`config.mk`:
```
export PLATFORM = sky130hd
export DESIGN_NAME = three_class_priority_queue_top
export DESIGN_NICKNAME = d
export VERILOG_FILES = /design/src/hdl/tcpq_pkg.sv /design/src/hdl/tcpq_cell.sv /design/src/hdl/three_class_priority_queue_top.sv
export SDC_FILE = /design/constraint.sdc
export NUM_CORES = 2
export LEC_CHECK = 0
export BUFFER_PORTS_ARGS = -buffer_cell sky130_fd_sc_hd__buf_2
export CAP_MARGIN = 15
export CORE_ASPECT_RATIO = 2
export CORE_MARGIN = 10
export CORE_UTILIZATION = 58
export CTS_CLUSTER_SIZE = 12
export DETAILED_ROUTE_END_ITERATION = 10
export GPL_TIMING_DRIVEN = 1
export PLACE_DENSITY = 0.8
export SYNTH_ARGS = -nofsm -noshare
export SYNTH_HDL_FRONTEND = slang
export SYNTH_SLANG_ARGS = --single-unit
```
`constraint.sdc`:
```
create_clock -name clock -period 16.6 [get_ports clock]
set_input_delay 3.32 -clock clock [delete_from_list [all_inputs] [get_ports clock]]
set_output_delay 3.32 -clock clock [all_outputs]
set_load 0.05 [all_outputs]
```
`src/hdl/tcpq_pkg.sv`:
```
// ----------------------------------------------------------------------------
// tcpq_pkg - shared types and constants
// Entry and command formats, request and status codes, register defaults.
// ----------------------------------------------------------------------------
`default_nettype none

package tcpq_pkg;

   localparam int DefaultCapacity = 16;
   localparam int DateW           = 27;
   localparam int CodeW           = 31;
   localparam int CountOutW       = 5;
   localparam int ClassW          = 2;
   localparam int CsrAddrW        = 4;
   localparam int CsrDataW        = 32;

   localparam logic [DateW-1:0] TodayReset = 27'd20240427;
   localparam logic [DateW-1:0] ElderReset = 27'd800000;
   localparam logic [DateW-1:0] ChildReset = 27'd100000;

   localparam logic [ClassW-1:0] ClassTop    = 2'd0;
   localparam logic [ClassW-1:0] ClassMiddle = 2'd1;
   localparam logic [ClassW-1:0] ClassBottom = 2'd2;

   typedef enum logic [1:0] {
      REQ_INSERT   = 2'd0,
      REQ_POP_HEAD = 2'd1,
      REQ_POP_TAIL = 2'd2,
      REQ_PEEK     = 2'd3
   } req_kind_type;

   typedef enum logic [1:0] {
      ST_OK    = 2'd0,
      ST_EMPTY = 2'd1,
      ST_FULL  = 2'd2
   } status_type;

   typedef enum logic [1:0] {
      REG_TODAY = 2'd0,
      REG_ELDER = 2'd1,
      REG_CHILD = 2'd2
   } reg_index_type;

   typedef enum logic [1:0] {
      OP_HOLD,
      OP_INSERT,
      OP_POP_HEAD,
      OP_POP_TAIL
   } cell_op_type;

   typedef struct packed {
      logic              valid;
      logic [ClassW-1:0] cls;
      logic [DateW-1:0]  date;
      logic [CodeW-1:0]  code;
   } entry_type;

   typedef struct packed {
      cell_op_type       op;
      logic [ClassW-1:0] cls;
      logic [DateW-1:0]  date;
      logic [CodeW-1:0]  code;
   } cell_cmd_type;

endpackage

`default_nettype wire

```
`src/hdl/tcpq_cell.sv`:
```
// ----------------------------------------------------------------------------
// tcpq_cell - one slot of the sorted entry chain
// Holds one entry; shifts towards the tail on insert, towards the head on a
// head removal, and drops itself when it is the last valid slot on a tail
// removal. Entries stay ordered by class, then by arrival.
// ----------------------------------------------------------------------------
`default_nettype none

module tcpq_cell
   import tcpq_pkg::*;
(
   input  wire logic         clock,
   input  wire logic         reset,
   input  wire cell_cmd_type cmd,
   input  wire entry_type    left,
   input  wire entry_type    right,
   output entry_type         entry,
   output entry_type         entry_next
);

   entry_type entry_ff;
   entry_type entry_in;
   logic      my_after;
   logic      left_after;

   assign my_after   = !entry_ff.valid || (entry_ff.cls > cmd.cls);
   assign left_after = !left.valid || (left.cls > cmd.cls);

   always_comb begin
      entry_in = entry_ff;
      case (cmd.op)
         OP_INSERT: begin
            if (my_after) begin
               if (left_after) begin
                  entry_in = left;
               end else begin
                  entry_in.valid = 1'b1;
                  entry_in.cls   = cmd.cls;
                  entry_in.date  = cmd.date;
                  entry_in.code  = cmd.code;
               end
            end
         end
         OP_POP_HEAD: entry_in = right;
         OP_POP_TAIL: begin
            if (entry_ff.valid && !right.valid) begin
               entry_in.valid = 1'b0;
            end
         end
         default: entry_in = entry_ff;
      endcase
   end

   always_ff @(posedge clock) begin
      entry_ff.cls  <= entry_in.cls;
      entry_ff.date <= entry_in.date;
      entry_ff.code <= entry_in.code;
      if (reset) begin
         entry_ff.valid <= 1'b0;
      end else begin
         entry_ff.valid <= entry_in.valid;
      end
   end

   assign entry      = entry_ff;
   assign entry_next = entry_in;

endmodule

`default_nettype wire

```
`src/hdl/three_class_priority_queue_top.sv`:
```
// ----------------------------------------------------------------------------
// three_class_priority_queue_top - three-class strict priority queue
// The result beat is registered and offered in the cycle after its request beat is accepted.
// Throughput: one request per cycle while result beats are taken; each
//   request updates every cell of the chain on the same clock edge.
// Reset: empties the queue and returns the date and thresholds to defaults.
// ----------------------------------------------------------------------------
`default_nettype none

module three_class_priority_queue_top
   import tcpq_pkg::*;
#(
   parameter int CAPACITY = DefaultCapacity
)
(
   input  wire logic                clock,
   input  wire logic                reset,
   input  wire logic                req_tvalid,
   output logic                     req_tready,
   input  wire logic [63:0]         req_tdata,   // birth_date, patient_code, pad
   input  wire logic [1:0]          req_tuser,   // req_type
   output logic                     rsp_tvalid,
   input  wire logic                rsp_tready,
   output logic [63:0]              rsp_tdata,   // head_date, head_code, entry_count, pad
   output logic [1:0]               rsp_tuser,   // status
   input  wire logic                csr_psel,
   input  wire logic                csr_penable,
   input  wire logic                csr_pwrite,
   input  wire logic [CsrAddrW-1:0] csr_paddr,
   input  wire logic [CsrDataW-1:0] csr_pwdata,
   output logic [CsrDataW-1:0]      csr_prdata,
   output logic                     csr_pready
);

   localparam int CountW = $clog2(CAPACITY + 1);

   logic [DateW-1:0]  today_ff;
   logic [DateW-1:0]  elder_ff;
   logic [DateW-1:0]  child_ff;
   reg_index_type     csr_index;
   logic              csr_write;

   req_kind_type      req_kind;
   logic [DateW-1:0]  req_date;
   logic [CodeW-1:0]  req_code;
   logic              req_accept;

   logic [CountW-1:0] count_ff;
   logic [CountW-1:0] count_in;
   logic              full;
   logic              empty;
   logic signed [DateW+1:0] age;
   logic [ClassW-1:0] new_cls;
   status_type        status;
   cell_cmd_type      cmd;

   entry_type         chain [CAPACITY+2];
   entry_type         head_next;
   logic [CAPACITY-1:0] valid_vec;

   logic              rsp_valid_ff;
   status_type        rsp_status_ff;
   logic [DateW-1:0]  rsp_date_ff;
   logic [CodeW-1:0]  rsp_code_ff;
   logic [CountW-1:0] rsp_count_ff;
   logic [CountW+CountOutW-1:0] rsp_count_wide;

   // configuration port
   assign csr_pready = 1'b1;
   assign csr_index  = reg_index_type'(csr_paddr[3:2]);
   assign csr_write  = csr_psel && csr_penable && csr_pwrite && csr_pready;

   always_ff @(posedge clock) begin
      if (reset) begin
         today_ff <= TodayReset;
         elder_ff <= ElderReset;
         child_ff <= ChildReset;
      end else if (csr_write) begin
         unique case (csr_index)
            REG_TODAY: today_ff <= csr_pwdata[DateW-1:0];
            REG_ELDER: elder_ff <= csr_pwdata[DateW-1:0];
            REG_CHILD: child_ff <= csr_pwdata[DateW-1:0];
            default: ;
         endcase
      end
   end

   always_comb begin
      unique case (csr_index)
         REG_TODAY: csr_prdata = {{(CsrDataW-DateW){1'b0}}, today_ff};
         REG_ELDER: csr_prdata = {{(CsrDataW-DateW){1'b0}}, elder_ff};
         REG_CHILD: csr_prdata = {{(CsrDataW-DateW){1'b0}}, child_ff};
         default:   csr_prdata = '0;
      endcase
   end

   // request decode
   assign req_kind   = req_kind_type'(req_tuser);
   assign req_date   = req_tdata[DateW-1:0];
   assign req_code   = req_tdata[DateW+CodeW-1:DateW];
   assign req_tready = !rsp_valid_ff || rsp_tready;
   assign req_accept = req_tvalid && req_tready;

   assign full  = (count_ff == CountW'(CAPACITY));
   assign empty = (count_ff == '0);

   assign age = $signed({2'b00, today_ff}) - $signed({2'b00, req_date});

   always_comb begin
      if (age > $signed({2'b00, elder_ff})) begin
         new_cls = ClassTop;
      end else if (age < $signed({2'b00, child_ff})) begin
         new_cls = ClassMiddle;
      end else begin
         new_cls = ClassBottom;
      end
   end

   always_comb begin
      cmd.op   = OP_HOLD;
      cmd.cls  = new_cls;
      cmd.date = req_date;
      cmd.code = req_code;
      status   = ST_OK;
      count_in = count_ff;
      if (req_accept) begin
         unique case (req_kind)
            REQ_INSERT: begin
               if (full) begin
                  status = ST_FULL;
               end else begin
                  cmd.op   = OP_INSERT;
                  count_in = count_ff + 1'b1;
               end
            end
            REQ_POP_HEAD, REQ_POP_TAIL: begin
               if (empty) begin
                  status = ST_EMPTY;
               end else begin
                  cmd.op   = (req_kind == REQ_POP_HEAD) ? OP_POP_HEAD : OP_POP_TAIL;
                  count_in = count_ff - 1'b1;
               end
            end
            REQ_PEEK: begin
               if (empty) begin
                  status = ST_EMPTY;
               end
            end
            default: ;
         endcase
      end
   end

   always_ff @(posedge clock) begin
      if (reset) begin
         count_ff <= '0;
      end else begin
         count_ff <= count_in;
      end
   end

   // cell chain: a top-class sentinel before the head, an empty slot after the tail
   assign chain[0] = '{valid: 1'b1, cls: ClassTop, date: '0, code: '0};
   assign chain[CAPACITY+1] = '{valid: 1'b0, cls: ClassTop, date: '0, code: '0};

   for (genvar i = 0; i < CAPACITY; i++) begin : g_cell
      entry_type nxt;
      tcpq_cell u_cell (
         .clock      (clock),
         .reset      (reset),
         .cmd        (cmd),
         .left       (chain[i]),
         .right      (chain[i+2]),
         .entry      (chain[i+1]),
         .entry_next (nxt)
      );
      assign valid_vec[i] = chain[i+1].valid;
   end

   assign head_next = g_cell[0].nxt;

   // result register
   always_ff @(posedge clock) begin
      if (reset) begin
         rsp_valid_ff <= 1'b0;
      end else if (req_accept) begin
         rsp_valid_ff <= 1'b1;
      end else if (rsp_tready) begin
         rsp_valid_ff <= 1'b0;
      end
   end

   always_ff @(posedge clock) begin
      if (req_accept) begin
         rsp_status_ff <= status;
         rsp_date_ff   <= head_next.valid ? head_next.date : '0;
         rsp_code_ff   <= head_next.valid ? head_next.code : '0;
         rsp_count_ff  <= count_in;
      end
   end

   assign rsp_count_wide = {{CountOutW{1'b0}}, rsp_count_ff};

   assign rsp_tvalid = rsp_valid_ff;
   assign rsp_tuser  = rsp_status_ff;
   assign rsp_tdata  = {1'b0, rsp_count_wide[CountOutW-1:0], rsp_code_ff, rsp_date_ff};

   // checks
   a_count_matches: assert property (@(posedge clock) disable iff (reset)
      $countones(valid_vec) == int'(count_ff))
      else $error("entry count differs from occupied cells");

   a_packed_chain: assert property (@(posedge clock) disable iff (reset)
      (valid_vec & (valid_vec + 1'b1)) == '0)
      else $error("occupied cells are not contiguous from the head");

   a_insert_grows: assert property (@(posedge clock) disable iff (reset)
      (req_accept && req_kind == REQ_INSERT && !full) |=> count_ff == $past(count_ff) + 1'b1)
      else $error("insert did not add an entry");

   a_head_top_class: assert property (@(posedge clock) disable iff (reset)
      (chain[1].valid && chain[2].valid) |-> chain[1].cls <= chain[2].cls)
      else $error("head is not of the lowest class");

endmodule

`default_nettype wire

```
; Word level (Yosys, flattened, before mapping)
; Index checks and enable logic that the tools add are counted.
[op_classes]
n_addsub = 3
magnitude_cmp = 19
eq_ne = 39
muxes = 96
reduce_logical = 96
[ops]
columns = operator, n
row1 = case mux 60 bit (2 select lines), 16
row2 = two-way mux 61 bit, 31
row3 = case mux 27 bit (3 select lines), 1
row4 = two-way mux 60 bit, 1
row5 = != test 2 x 1 -> 1 bit (second input constant), 30
row6 = case mux 1 bit (3 select lines), 15
row7 = AND reduction 3 bit, 14
row8 = AND reduction 2 bit, 20
row9 = > comparator 2 bit, 16
row10 = > comparator 28 bit, 1
row11 = less-than comparator 28 bit, 1
row12 = subtractor 27 x 27 -> 28 bit, 1
row13 = two-way mux 1 bit, 20
row14 = logical AND 1 bit, 18
row15 = zero test 1 bit, 17
row16 = logical OR 1 bit, 17
row17 = two-way mux 5 bit, 3
row18 = == test 2 bit (second input constant), 5
row19 = two-way mux 2 bit, 5
row20 = case mux 5 bit (2 select lines), 1
row21 = case mux 2 bit (2 select lines), 2
row22 = == test 2 x 1 -> 1 bit (second input constant), 3
row23 = nonzero test 2 bit, 3
row24 = adder 5 x 1 -> 5 bit (second input constant), 1
row25 = other kinds (9), 11
[totals]
reg_bits = 1128
in_bits = 109
out_inout_bits = 101
word_cells = 326

; Logic depth before layout (Yosys ltp)
[depth]
ltp_word = 9
ltp_mapped = 30
depth_no_buf = 27

; By module
; A second synthesis with hierarchy kept.
[hier_totals]
hier_cells = 6377
hier_area_um2 = 67938.9
[modules_own_cells]
columns = module, n_inst, cells_per_inst, area_per_inst_um2, seq_area_each_um2
row1 = tcpq_cell at g_cell[1].u_cell ..., 9, 358, 3712.3, 1221.2
row2 = tcpq_cell at g_cell[0].u_cell ..., 7, 299, 3637.2, 1221.2
row3 = three_class_priority_queue_top, 1, 1062, 9067.4, 3693.5

; Least setup slack after synthesis
; Ideal clock, no wire load.
[synth_timing]
path_kind = input port to flip-flop
startpoint = input req_tdata[1]
endpoint = register g_cell[1].u_cell.entry_ff (netlist bit g_cell[1].u_cell.entry[0]) (enable)
setup_time_ns = 0.569
t_arrival_ns = 12.971
t_required_ns = 16.031
slack_ns = 3.060
path_stages = 24
n_path_buf = 5
path_cell_list = inv_1 > clkbuf_1 > fa_1 > a211oi_1 > o31ai_1 > a211oi_1 > o21ai_1 > a21o_1 > xor2_1 > ha_1 > and3_4 > a221o_1 > or4_4 > o211a_1 > buf_6 > buf_8 > nand2_1 > ha_1 > nand2_1 > o21ai_0 > and2_1 > clkbuf_1 > clkbuf_1 > a21boi_0
[synth_between]
elab_chain_cells = 8
elab_cells_between_ends = 9
cone_classes = add/sub (1) / order compare (3) / eq/ne (1) / mux (2) / reduce/logical (2)
[synth_lines]
columns = item, line
row1 = "start, declared", three_class_priority_queue_top.sv:20  ; input wire logic [63:0] req_tdata,
row2 = subtractor 27 x 27 -> 28 bit *, three_class_priority_queue_top.sv:107  ; assign age = $signed({2'b00, today_ff}) - $signed({2'b00, req_date});
row3 = less-than comparator 28 bit, three_class_priority_queue_top.sv:112  ; end else if (age < $signed({2'b00, child_ff})) begin
row4 = two-way mux 2 bit, three_class_priority_queue_top.sv:112
row5 = two-way mux 2 bit *, three_class_priority_queue_top.sv:110  ; if (age > $signed({2'b00, elder_ff})) begin
row6 = > comparator 2 bit *, tcpq_cell.sv:26  ; assign my_after = !entry_ff.valid || (entry_ff.cls > cmd.cls);
row7 = logical OR 1 bit *, tcpq_cell.sv:26
row8 = != test 2 x 1 -> 1 bit (no line) *, n/a
row9 = AND reduction 2 bit (no line) *, n/a
row10 = "end, declared", tcpq_cell.sv:21  ; entry_type entry_ff;
; Every way passes the cells marked *; elsewhere a longest branch is shown, timed or not.
; A chain may end at the register's enable or synchronous reset.

==> key figures <==
GRT
  – Largest net degree at the start of global routing: 318
  – Wire length of the first global-routing pass: 250000 µm
  – Initial antenna violation count: 21
  – Vias in the first global route: 43600
  – All-layer global routing usage: 27.9%
  – Overflow after GRT: 0

STA
  – RSZ-0062 raised after global routing: false
  – Tmin final: 12.46 ns
  – Slew Viols, Final: 0
  – Period utilization: 75.0%
  – Number of setup violations in the final report: 0
  – Peak Freq: 80.3 MHz
  – Worst slew margin: 10.2%
  – Setup TNS: 0 ns
  – Fin. Hold Viols: 0
  – Worst setup margin: 4.14 ns
  – Worst Skew: approximately 0.032 ns
  – Actual slew at the worst max-slew pin: 1.35 ns

Worst setup path
  – Max incr delay on CP: 0.84 ns
  – Reg-to-Reg Start: today_ff[0]
  – Crit Path Max Fanout: 55
  – R2R depth: 25
  – CP max-delay cell: buf_4
  – Worst setup SP type: primary input
  – Arr. time, crit path: around 13 ns
  – CP bufs+invs: 3
  – Critical path's top delay family: compound AO/OA/AOI/OAI gates
  – Crit Path Class: in2reg
  – CP endpoint kind: flip-flop
  – RR Endpoint: rsp_code_ff[0]
  – WP data required: 17.16 ns
  – Internal reg-to-reg setup slack: 6.84 ns

Logic synthesis
  – Register bit total from synthesis: 1128
  – Top post-synthesis cells by area: edfxtp_1 (50%), mux2i_1 (8.2%), o21ai_0 (7.6%)
  – Yosys cell types: a little over 70
  – Count leader, synth: nand2_1
  – Sequential area share after synthesis: between 50 and 60%
  – Fraction of registers with async set/reset: 0%
  – Share of the synthesized area in the top cell type: between 50% and 60%
  – Synthesized instance count: 5834
  – Number of synthesized flops with an enable pin: 967
  – Syn Area/Cell: around 9.9 µm²
  – Post-synth top area cell: edfxtp_1
  – Cell area after synthesis: 58000 µm²
  – Synth warn: 0
  – Synth Flop Type: edfxtp_1
  – Top cells by count, synth: nand2_1 (1163), edfxtp_1 (967), o21ai_0 (876)

Die
  – Die Ht: ~470 µm
  – Die Wd: 244 µm
  – Die footprint: 114000 µm²
  – Initial Util: 58.2%
  – Rows: 164
  – Core ar.: 99500 µm²
  – I/O pin cnt: 210

Hold path
  – Hold Crit Start: child_ff[8]
  – Hold crit path type: reg2reg
  – Hold Path Depth: 2
  – Worst Hold End: child_ff[8]

Detailed routing
  – Vias per cell: 6.29
  – Final WL: 164000 µm
  – Router iterations before antenna repair: 9
  – Wire per inst: 22.9 µm
  – Vias: 45000
  – Final ANT Viol Nets: 0
  – Post-route DRC: 0
  – DRT iter0 DRCs: 5120

Clocking
  – Clock Tree Buf Depth: 3
  – Resized cells post-CTS: 0
  – Hold Buf Count CTS: 0
  – H-tree depth: 3
  – CTS Sinks: 1128
  – CTS tree: yes
  – Worst skew pair latency: 0.72 ns
  – CTS root buf: clkbuf_16
  – Setup Buffers After CTS: 0
  – Total clock buffers created by CTS: 106
  – Clk slew on worst S/H paths: about 0.06 ns

Power and ir drop
  – Leakage: 24.1 nW
  – VDD IR max: 0.0962 mV
  – P per Cell Area: 113 nW/µm²

Final layout
  – Area grow syn2layout: 8.17%
  – Nets: a little under 6000
  – Fin cells: 7144
  – Share of layout cells above drive strength 1: 7.85%
  – Fillers: 7821

Place
  – Buffers on Ports: 189
  – Placed Cells: 6934
  – RePlAce Congestion: 0.877
  – Detailed Place HPWL: 96900 µm
  – Post-Place Setup Slack: 3.53 ns

Run
  – Max cap viols: 0

Status
  – Outcome: finished, final reports clean
[cell type report]
| class | instances | area (µm²) | share of cell area, % |
|---|---|---|---|
| repair buffers | 252 | 1460 | 2.32 |
| diodes | 10 | 25.0 | 0.0399 |
| clock buffers | 187 | 2990 | 4.76 |
| multi-input cells | 4112 | 23800 | 37.9 |
| inverters | 114 | 428 | 0.682 |
| flip-flops and latches | 1128 | 32300 | 51.4 |
| well taps | 1328 | 1660 | 2.65 |
| clock inverters | 13 | 128 | 0.204 |
[stage by stage]
stage / hold slack (ns) / util (%) / area [µm²] / power, mW
detailed placement: 0.463 / 59.9 / 59600 / 4.78
floorplan: 0.449 / - / 58000 / 4.41
global route: 0.487 / 63.0 / 62700 / 7.31
global placement: 0.457 / 59.9 / 59600 / 4.74
finish: 0.471 / 63.0 / 62700 / 7.07
CTS: 0.472 / 63.0 / 62700 / 7.06
[layer usage]
layer / wire (µm) / global-route usage [%] / vias to the layer above / share of wire [%]
met5: 103 / 0 / - / 0.063
met4: 7330 / 12.4 / 16 / 4.5
met3: 16300 / 5.23 / 458 / 9.9
met2: 80000 / 47.3 / 2373 / 49
met1: 60100 / 34.2 / 21600 / 37
li1: - / - / 20500 / -
[worst max path at each step]
stage / start / end / slack, ns / depth (start not counted)
final: req_tdata[0] / rsp_code_ff[0] / 4.14 / 25
after global routing: req_tdata[1] / rsp_code_ff[0] / 3.85 / 24
after CTS: req_tdata[1] / rsp_code_ff[0] / 4.27 / 24
after detailed placement: req_tdata[1] / rsp_code_ff[0] / 3.53 / 24
after global placement: req_tdata[1] / rsp_code_ff[0] / 3.65 / 24
after floorplan: req_tdata[1] / g_cell[1].u_cell.entry[0] / 3.06 / 24
[state kept, by name, indices dropped and copies added, names as in the netlist]
signal,cells
today_ff,27
rsp_tvalid,1
rsp_count_ff,5
rsp_date_ff,27
rsp_code_ff,31
elder_ff,27
g_cell.u_cell.entry,976
rsp_tuser,2
child_ff,27
count_ff,5
[worst min-delay path, stage by stage, from the launching register on]
cell and delay [ns]:
dfxtp_1 0.32, nand2_1 0.05, a21oi_1 0.05
[placed cells by master, fill, tap and decap left out, types with 5 or more instances in the layout]
master / n
xor2_1: 11
o21ai_1: 6
and3_1: 25
inv_1: 113
a221o_1: 11
buf_2: 189
and2_1: 79
a21oi_1: 513
nor2_1: 403
conb_1: 7
nand4_1: 9
nand3_1: 26
o21ai_0: 876
edfxtp_1: 967
mux2_2: 12
dfxtp_1: 161
a211oi_2: 6
buf_4: 60
nand2_1: 1148
nor3_1: 32
a211oi_1: 30
o21a_1: 7
nand2_4: 14
ha_1: 120
a21boi_4: 14
a221oi_1: 13
a22o_1: 118
clkbuf_1: 76
o211ai_1: 18
mux2i_1: 475
xnor2_1: 14
a21o_1: 17
inv_6: 5
a221o_2: 5
a31oi_1: 9
diode_2: 10
nor2b_1: 21
clkbuf_16: 107
[power by group]
part	internal, mW	switching (mW)
logic	0.353	0.813
clock network	1.23	1.09
registers	3.46	0.129
[cells by family (layout without fill, tap and decap cells)]
logic type               after synthesis  after routing  share of synthesized area, %
AND/OR/NAND/NOR                     1783           1783                          12.4
flip-flops                          1128           1128                          55.7
other                                  2             17                        0.0130
XOR/XNOR                              25             25                         0.378
adder cells (fa/ha/maj)              124            124                          2.69
buffers and inverters                599            566                          4.02
AO/OA/AOI/OAI                       1686           1686                          16.4
multiplexers                         487            487                          8.44
No activity file was read; power rests on OpenSTA's default activity.
